### config.mk
export PLATFORM = sky130hd
export DESIGN_NAME = uv_lamp_timer_controller
export DESIGN_NICKNAME = d
export VERILOG_FILES = /design/src/hw/rtl/uvlt_pkg.sv /design/src/hw/rtl/uv_lamp_timer_controller.sv
export SDC_FILE = /design/constraint.sdc
export NUM_CORES = 1
export LEC_CHECK = 0
export ABC_AREA = 1
export BUFFER_PORTS_ARGS = -buffer_cell sky130_fd_sc_hd__buf_2
export CORE_UTILIZATION = 40
export CTS_BUF_LIST = sky130_fd_sc_hd__clkbuf_4
export CTS_CLUSTER_SIZE = 25
export DETAILED_ROUTE_END_ITERATION = 6
export PLACE_DENSITY = 0.58
export SYNTH_ARGS = -nofsm -noshare
export SYNTH_HDL_FRONTEND = slang
export SYNTH_SLANG_ARGS = --single-unit
### constraint.sdc
create_clock -name i_clk -period 2.9 [get_ports i_clk]
set_input_delay 0 -clock i_clk [delete_from_list [all_inputs] [get_ports i_clk]]
set_output_delay 0 -clock i_clk [all_outputs]
set_load 0.01 [all_outputs]
### src/hw/rtl/uvlt_pkg.sv
// ---------------------------------------------------------------------------
// UV lamp timer package
// Constants, key codes and types shared by the timer controller and checker.
// ---------------------------------------------------------------------------
`default_nettype none

package uvlt_pkg;

    // PWM runs over PWM_STEPS + 1 phases; levels share the phase width
    localparam int PWM_STEPS = 16;
    localparam int LVL_W     = $clog2(PWM_STEPS + 1);

    localparam logic [LVL_W-1:0] LVL_FULL = LVL_W'(PWM_STEPS);
    localparam logic [LVL_W-1:0] LVL_HALF = LVL_W'(PWM_STEPS / 2);
    localparam logic [LVL_W-1:0] LVL_OFF  = '0;

    // Key scan codes
    localparam logic [7:0] KEY_LONG  = 8'h47;
    localparam logic [7:0] KEY_MID   = 8'h5F;
    localparam logic [7:0] KEY_SHORT = 8'h77;
    localparam int         KEY_DOWN_BIT = 6;

    // Run lengths in seconds
    localparam logic [6:0] SECS_LONG  = 7'd120;
    localparam logic [6:0] SECS_MID   = 7'd60;
    localparam logic [6:0] SECS_SHORT = 7'd30;

    localparam logic [9:0] FREEZE_LIMIT = 10'd120;
    localparam logic [9:0] HIDDEN_COUNT = 10'd888;

    // Stream widths
    localparam int IN_W  = 16;
    localparam int OUT_W = 16;

    typedef enum logic [1:0] {
        MODE_WAIT = 2'd0,
        MODE_STOP = 2'd1,
        MODE_RUN  = 2'd2
    } t_mode;

    typedef enum logic [1:0] {
        CFG_TICKS_PER_MS   = 2'd0,
        CFG_MS_PER_POLL    = 2'd1,
        CFG_MS_PER_SECOND  = 2'd2,
        CFG_PRESENCE_LIMIT = 2'd3
    } t_cfg_idx;

endpackage

`default_nettype wire

### src/hw/rtl/uv_lamp_timer_controller.sv
// ---------------------------------------------------------------------------
// UV lamp timer controller
// Tick-driven lamp timer: dividers, soft-start PWM, countdown, keys, presence.
// ---------------------------------------------------------------------------
// Each input transaction is one base tick carrying the sampled key scan byte
// and the presence level; each tick yields exactly one output transaction
// with the lamp drive, the seconds left, a display refresh pulse and the run
// mode. The block takes one tick per clock cycle while results are taken.
// An accepted tick sits in the input register; from there all timer, key
// and presence work is done in one pass of shallow counter and compare
// logic into the result register, which is offered downstream. While a
// result waits for the downstream side the input register still takes one
// more tick, then the input stalls until the waiting result is taken. Write
// configuration only while no tick is in flight.
`default_nettype none

module uv_lamp_timer_controller (
    input  wire logic                       i_clk,
    input  wire logic                       i_rst_n,
    // Input ticks. tdata: [7:0] key_code, [8] presence, [15:9] zero
    input  wire logic                       s_axis_tvalid,
    output logic                            s_axis_tready,
    input  wire logic [uvlt_pkg::IN_W-1:0]  s_axis_tdata,
    // Results. tdata: [0] lamp_drive, [10:1] seconds_left, [11] refresh,
    // [13:12] run_mode, [15:14] zero
    output logic                            m_axis_tvalid,
    input  wire logic                       m_axis_tready,
    output logic [uvlt_pkg::OUT_W-1:0]      m_axis_tdata,
    // Configuration write port
    input  wire logic                       i_cfg_we,
    input  wire logic [1:0]                 i_cfg_idx,
    input  wire logic [11:0]                i_cfg_data
);

    localparam int LW = uvlt_pkg::LVL_W;

    // Configuration registers
    logic [7:0]  r_ticks_per_ms;
    logic [7:0]  r_ms_per_poll;
    logic [11:0] r_ms_per_second;
    logic [7:0]  r_presence_limit;

    // Handshake stages
    logic        r_in_valid;
    logic [7:0]  r_in_key;
    logic        r_in_pres;
    logic        r_out_valid;
    logic [uvlt_pkg::OUT_W-1:0] r_out_data;

    // Timer state
    logic [7:0]  r_tick,     n_tick;
    logic [7:0]  r_poll,     n_poll;
    logic [11:0] r_sec,      n_sec;
    logic [LW-1:0] r_phase,  n_phase;
    logic [LW-1:0] r_target, n_target;
    logic [LW-1:0] r_ramp,   n_ramp;
    logic [9:0]  r_rem,      n_rem;
    logic [6:0]  r_saved,    n_saved;
    uvlt_pkg::t_mode r_mode, n_mode;
    logic [7:0]  r_deb,      n_deb;
    logic [7:0]  r_last_key, n_last_key;
    logic [3:0]  r_combo,    n_combo;
    logic        r_refresh,  n_refresh;
    logic        n_lamp;

    logic w_adv;
    logic w_fire;

    // Advance the result stage when it is empty or being drained
    assign w_adv         = !r_out_valid || m_axis_tready;
    assign w_fire        = r_in_valid && w_adv;
    assign s_axis_tready = !r_in_valid || w_adv;
    assign m_axis_tvalid = r_out_valid;
    assign m_axis_tdata  = r_out_data;

    // Configuration writes
    always_ff @(posedge i_clk) begin
        if (!i_rst_n) begin
            r_ticks_per_ms   <= 8'd20;
            r_ms_per_poll    <= 8'd5;
            r_ms_per_second  <= 12'd1000;
            r_presence_limit <= 8'd20;
        end else if (i_cfg_we) begin
            unique case (uvlt_pkg::t_cfg_idx'(i_cfg_idx))
                uvlt_pkg::CFG_TICKS_PER_MS:   r_ticks_per_ms   <= i_cfg_data[7:0];
                uvlt_pkg::CFG_MS_PER_POLL:    r_ms_per_poll    <= i_cfg_data[7:0];
                uvlt_pkg::CFG_MS_PER_SECOND:  r_ms_per_second  <= i_cfg_data;
                uvlt_pkg::CFG_PRESENCE_LIMIT: r_presence_limit <= i_cfg_data[7:0];
                default: ;
            endcase
        end
    end

    // Input register
    always_ff @(posedge i_clk) begin
        if (!i_rst_n) begin
            r_in_valid <= 1'b0;
        end else if (s_axis_tready) begin
            r_in_valid <= s_axis_tvalid;
        end
    end

    always_ff @(posedge i_clk) begin
        if (s_axis_tready && s_axis_tvalid) begin
            r_in_key  <= s_axis_tdata[7:0];
            r_in_pres <= s_axis_tdata[8];
        end
    end

    // One tick of work: dividers, PWM, then poll work on keys and presence.
    // Later steps see the values earlier steps produced within the same tick.
    always_comb begin
        logic poll;
        logic release_seen;
        logic [3:0] combo_s;

        n_tick       = r_tick;
        n_poll       = r_poll;
        n_sec        = r_sec;
        n_phase      = r_phase;
        n_target     = r_target;
        n_ramp       = r_ramp;
        n_rem        = r_rem;
        n_saved      = r_saved;
        n_mode       = r_mode;
        n_deb        = r_deb;
        n_last_key   = r_last_key;
        n_combo      = r_combo;
        n_refresh    = r_refresh;
        poll         = 1'b0;
        release_seen = 1'b0;
        combo_s      = '0;

        // Cascaded dividers: tick -> ms -> poll / second
        if (r_tick < r_ticks_per_ms) begin
            n_tick = r_tick + 8'd1;
        end else begin
            n_tick = '0;
            if (r_poll < r_ms_per_poll) begin
                n_poll = r_poll + 8'd1;
            end else begin
                n_poll = '0;
                poll   = 1'b1;
                // Soft start: step the ramp towards the target once per poll
                if (r_ramp < r_target) begin
                    n_ramp = r_ramp + LW'(1);
                end
            end
            if (r_sec < r_ms_per_second) begin
                n_sec = r_sec + 12'd1;
            end else begin
                n_sec = '0;
                // Count down only at or below the freeze point
                if ((r_rem <= uvlt_pkg::FREEZE_LIMIT) && (r_rem != '0)) begin
                    n_rem     = r_rem - 10'd1;
                    n_refresh = 1'b1;
                    if (n_rem == '0) begin
                        n_mode   = uvlt_pkg::MODE_STOP;
                        n_target = uvlt_pkg::LVL_OFF;
                        n_combo  = '0;
                    end
                end
            end
        end

        // PWM phase wraps after PWM_STEPS
        if (r_phase < uvlt_pkg::LVL_FULL) begin
            n_phase = r_phase + LW'(1);
        end else begin
            n_phase = '0;
        end
        if (n_target == uvlt_pkg::LVL_OFF) begin
            n_ramp = '0;
        end
        // Lamp is sampled before the poll work below
        n_lamp = (n_phase < n_ramp);

        if (poll) begin
            // Sequence step as left by a countdown ending on this tick
            combo_s      = n_combo;
            release_seen = !r_in_key[uvlt_pkg::KEY_DOWN_BIT] &&
                           r_last_key[uvlt_pkg::KEY_DOWN_BIT];
            if (release_seen && ((r_last_key == uvlt_pkg::KEY_LONG) ||
                                 (r_last_key == uvlt_pkg::KEY_MID)  ||
                                 (r_last_key == uvlt_pkg::KEY_SHORT))) begin
                // Toggle: stop a run in progress, else start one
                n_tick    = '0;
                n_sec     = '0;
                n_refresh = 1'b1;
                if (n_rem != '0) begin
                    n_target = uvlt_pkg::LVL_OFF;
                    n_rem    = '0;
                    n_mode   = uvlt_pkg::MODE_STOP;
                end else begin
                    n_mode = uvlt_pkg::MODE_RUN;
                    if (r_last_key == uvlt_pkg::KEY_LONG) begin
                        n_target = uvlt_pkg::LVL_HALF;
                        n_saved  = uvlt_pkg::SECS_LONG;
                    end else if (r_last_key == uvlt_pkg::KEY_MID) begin
                        n_target = uvlt_pkg::LVL_FULL;
                        n_saved  = uvlt_pkg::SECS_MID;
                    end else begin
                        n_target = uvlt_pkg::LVL_FULL;
                        n_saved  = uvlt_pkg::SECS_SHORT;
                    end
                    n_rem = {3'b000, n_saved};
                end

                // Hidden sequence: long long short short mid mid long short mid
                if (r_last_key == uvlt_pkg::KEY_LONG) begin
                    n_combo = (combo_s == 4'd0) ? 4'd1 :
                              (combo_s == 4'd1) ? 4'd2 :
                              (combo_s == 4'd6) ? 4'd7 : 4'd0;
                end else if (r_last_key == uvlt_pkg::KEY_MID) begin
                    n_combo = (combo_s == 4'd4) ? 4'd5 :
                              (combo_s == 4'd5) ? 4'd6 : 4'd0;
                    if (combo_s == 4'd8) begin
                        n_rem = uvlt_pkg::HIDDEN_COUNT;
                    end
                end else begin
                    n_combo = (combo_s == 4'd2) ? 4'd3 :
                              (combo_s == 4'd3) ? 4'd4 :
                              (combo_s == 4'd7) ? 4'd8 : 4'd0;
                end
            end
            n_last_key = r_in_key;

            // Presence debounce, ignored during a key-started run
            if ((n_mode == uvlt_pkg::MODE_WAIT) || (n_mode == uvlt_pkg::MODE_STOP)) begin
                if (r_in_pres) begin
                    if (r_deb < r_presence_limit) begin
                        n_deb = r_deb + 8'd1;
                        if ((n_deb == r_presence_limit) &&
                            (n_mode == uvlt_pkg::MODE_WAIT)) begin
                            n_tick    = '0;
                            n_sec     = '0;
                            n_refresh = 1'b1;
                            n_rem     = {3'b000, n_saved};
                            n_target  = uvlt_pkg::LVL_FULL;
                        end
                    end
                end else if (r_deb != '0) begin
                    n_deb = r_deb - 8'd1;
                    if (n_deb == '0) begin
                        n_mode    = uvlt_pkg::MODE_WAIT;
                        n_tick    = '0;
                        n_sec     = '0;
                        n_refresh = 1'b1;
                        n_rem     = '0;
                        n_target  = uvlt_pkg::LVL_OFF;
                    end
                end
            end
        end
    end

    // State and result registers
    always_ff @(posedge i_clk) begin
        if (!i_rst_n) begin
            r_tick      <= '0;
            r_poll      <= '0;
            r_sec       <= '0;
            r_phase     <= '0;
            r_target    <= '0;
            r_ramp      <= '0;
            r_rem       <= '0;
            r_saved     <= uvlt_pkg::SECS_MID;
            r_mode      <= uvlt_pkg::MODE_WAIT;
            r_deb       <= 8'd10;
            r_last_key  <= '0;
            r_combo     <= '0;
            r_refresh   <= 1'b1;
            r_out_valid <= 1'b0;
        end else begin
            if (w_fire) begin
                r_tick     <= n_tick;
                r_poll     <= n_poll;
                r_sec      <= n_sec;
                r_phase    <= n_phase;
                r_target   <= n_target;
                r_ramp     <= n_ramp;
                r_rem      <= n_rem;
                r_saved    <= n_saved;
                r_mode     <= n_mode;
                r_deb      <= n_deb;
                r_last_key <= n_last_key;
                r_combo    <= n_combo;
                // Refresh is a one-tick pulse
                r_refresh  <= 1'b0;
            end
            if (w_adv) begin
                r_out_valid <= r_in_valid;
            end
        end
    end

    always_ff @(posedge i_clk) begin
        if (w_fire) begin
            r_out_data <= {2'b00, 2'(n_mode), n_refresh, n_rem, n_lamp};
        end
    end

endmodule

`default_nettype wire

==> flow_summary_export.csv <==
group,metric,value,unit
outcome,status,"completed",
critical_path,critPathSlowestCell,"dfxtp_2",
synth,synth-edff-count,23,
drt,totalWireLength,22300,um
cells_and_area,nNetsFinal,1430,
timing,worstMarginPinSlew,0.670,ns
drt,via_per_inst,4.99,
place,hpwl,15600,um
critical_path,path_buf_inv,2,
global_routing,grt_use_total,0.207,
timing,period_share,0.988,
drt,vias,8107,
place,port_buffers,43,
timing,clock.fmax,0.349,GHz
floorplanning,die_x,147,um
drt,wl_met1,11200,um
critical_path,crit_family,"simple AND/OR/NAND/NOR gates",
critical_path,crit_chain,"inv_1 > ha_1 > nand2_1 > nor2_1 > nor3_2 > nand2_4 > nand3_4 > nand2_1 > nand2_2 > nand2_2 > nor2_4 > nand3_4 > nand3_4 > nand3_4 > nand2_8 > buf_6 > nand2_2 > a21oi_2",
cells_and_area,drive_gt1_frac,0.254,
synth,synthCells,1171,
drt,firstDrtPassIters,5,
clock_tree,path_clk_slew,0.14,ns
timing,setup_violations,0,
synth,syn_avg_cell_area,7.15,um^2
hold_path,hold_path.class,"in2reg",
timing,finalHoldViolations,0,
synth,yosys.area.top_type_share,0.289,
floorplanning,num_rows,52,
power_and_ir_drop,p_per_area,395,nW/um^2
synth,synth_seq_area_share,0.372,
clock_tree,ctsLongestPathBuffers,2,
drt,post_drt_wl_per_cell,13.7,um
global_routing,grt_max_degree,51,
cells_and_area,syn_to_final_growth,28.8,%
global_routing,grt_pass1_wl,35800,um
critical_path,slowest_delay,0.34,ns
timing,setup_ws,0.0337,ns
synth,synth_warnings,0,
global_routing,grt_antenna_before_repair,1,
synth,ys.flop_type,"dfxtp_1",
critical_path,critPathRequiredTime,3.41,ns
drt,drt_iter0_drc,514,
drt,drc_errors,0,
clock_tree,cts-buffers-inserted,17,
cells_and_area,fillers,1969,
power_and_ir_drop,p_leak,4.83,nW
clock_tree,cts_tree,"done",
critical_path,cp_max_fo,12,
critical_path,crit_top_cell,"nand3_4",
drt,dr_wl_met2,10200,um
global_routing,grt_pass1_vias,7431,
floorplanning,die_h,147,um
synth,syn_area,8370,um^2
job,maxCapViolCount,0,
global_routing,grt-ovfl-total,0,
synth,synth_area_leaders,"dfxtp_1 29%, nand2_1 11%, edfxtp_1 8.2%",
timing,relSlewSlack,0.550,
clock_tree,cts_root_buf,"clkbuf_4",
synth,synth-seq-cells,144,
clock_tree,cts_sinks,144,
power_and_ir_drop,peakVddDrop,0.260,mV
timing,rsz0062_at_grt,"true",
synth,synth_common_cells,"254 x nand2_1, 161 x inv_1, 121 x dfxtp_1",
timing,fin_tns_setup,0,ns
critical_path,path_class,"reg2reg",
timing,period_needed,2.87,ns
timing,fin_skew,0.0247,ns
synth,synth_top_area_cell,"dfxtp_1",
critical_path,crit_arrival,3.38,ns
critical_path,cp-end-kind,"flop",
drt,ant_nets,0,
floorplanning,die-area,21500,um^2
synth,yosysUniqueCellTypes,46,
place,gp_congestion,0.846,
drt,top_layer,"met4",
drt,met3_length,651,um
synth,synth_most_common_cell,"nand2_1",
place,pre_cts_slack,-0.0978,ns
clock_tree,clk_latency,0.57,ns
critical_path,crit_path_start_kind,"flop",
floorplanning,core,20400,um^2
clock_tree,cts_htree_levels,4,
synth,synthArstFlopShare,0,
floorplanning,ioPinCount,53,
floorplanning,initial_core_util,0.411,
timing,report.final.slew_viol_count,0,
==> state kept, by name, indices dropped and copies added, names as in the netlist, 7 cells and up <==
signal,count
r_poll,8
r_saved,7
r_in_key,8
r_tick,8
r_ticks_per_ms,8
r_presence_limit,8
r_last_key,8
r_ms_per_poll,8
r_sec,12
m_axis_tdata,14
r_ms_per_second,12
r_rem,10
r_deb,8
==> worst reg2reg max path: stages, from the launching register on <==
cell	delay (ns)
dfxtp_2	0.34
inv_1	0.05
ha_1	0.30
nand2_1	0.11
nor2_1	0.06
nor3_2	0.23
nand2_4	0.17
nand3_4	0.21
nand2_1	0.12
nand2_2	0.10
nand2_2	0.07
nor2_4	0.15
nand3_4	0.18
nand3_4	0.18
nand3_4	0.10
nand2_8	0.11
buf_6	0.12
nand2_2	0.06
a21oi_2	0.14
==> per-stage QoR <==
| stage | power [mW] | hold WS (ns) | cells | utilization | area, um^2 |
|---|---|---|---|---|---|
| after detailed placement | 2.80 | 0.178 | 1528 | 0.460 | 9360 |
| after CTS | 4.23 | 0.0818 | 1609 | 0.500 | 10200 |
| after global placement | 2.80 | 0.176 | 1528 | 0.460 | 9360 |
| after floorplan | 2.59 | 0.0989 | 1172 | - | 8380 |
| final | 4.26 | 0.132 | 1626 | 0.530 | 10800 |
| after global routing | 4.48 | 0.0901 | 1626 | 0.530 | 10800 |
==> cell usage in the layout, fill, tap and decap left out, drive strengths merged, types with 2 or more instances in the layout <==
master       instances
clkinvlp             2
nand3               68
edfxtp              23
a21oi              110
o211ai              14
and3                 2
nor3                30
a22o                 2
bufinv               2
nor4                 2
nor2               101
nor3b                3
xnor2                6
clkbuf              18
dfxtp              121
clkinv               6
nand3b               2
o21ai               95
nand4               25
conb                 2
or2                  6
a31oi                3
nand2              266
ha                  53
o22ai                5
inv                171
dlygate4sd3         45
o21a                 3
buf                144
xor2                19
==> final cells by class <==
type | instances | area [um^2] | area share
Timing Repair Buffer | 189 | 1460 | 0.135
Tap cell | 270 | 338 | 0.0313
Clock buffer | 18 | 135 | 0.0125
Multi-Input combinational cell | 823 | 4930 | 0.458
Antenna cell | 1 | 2.50 | 0.000232
Inverter | 167 | 636 | 0.0589
Sequential cell | 144 | 3130 | 0.290
Clock inverter | 14 | 155 | 0.0144
==> logic make-up after synthesis <==
| group | after synthesis | synth area share |
|---|---|---|
| other | 1 | 0.000448 |
| flip-flops | 144 | 0.372 |
| AND/OR/NAND/NOR | 506 | 0.274 |
| buffers and inverters | 205 | 0.0974 |
| XOR/XNOR | 25 | 0.0262 |
| AO/OA/AOI/OAI | 237 | 0.151 |
| adder cells (fa/ha/maj) | 53 | 0.0792 |
==> routing by layer <==
layer,vias to the layer above,GRT usage
li1,4208,-
met5,-,0
met4,0,0.0604
met3,22,0.0291
met1,3743,0.285
met2,134,0.333
==> repair_timing <==
action                                 4_1_cts  5_1_grt
endpoints found under the hold margin       63        0
hold buffers                                45        0
setup endpoints to repair                   38       61
resized for setup                           14      137
pin swaps                                    5       51
setup buffers                                4       16
==> report_power, final <==
part           internal (mW)  switching [mW]  total [mW]
sequential              2.12          0.0511        2.17
clock                  0.536           0.829        1.37
combinational          0.302           0.421       0.724
==> worst paths after layout <==
path	start	endpoint	slack (ns)	cells past startpoint
hold / removal	s_axis_tdata[3]	r_in_key[3]	0.13	2
setup reg to reg	r_ticks_per_ms[7]	r_sec[7]	0.03	18
setup / recovery	r_ticks_per_ms[7]	r_sec[7]	0.03	18
hold reg to reg	r_saved[0]	r_saved[0]	0.45	2
No activity file was read; power rests on OpenSTA's default activity.
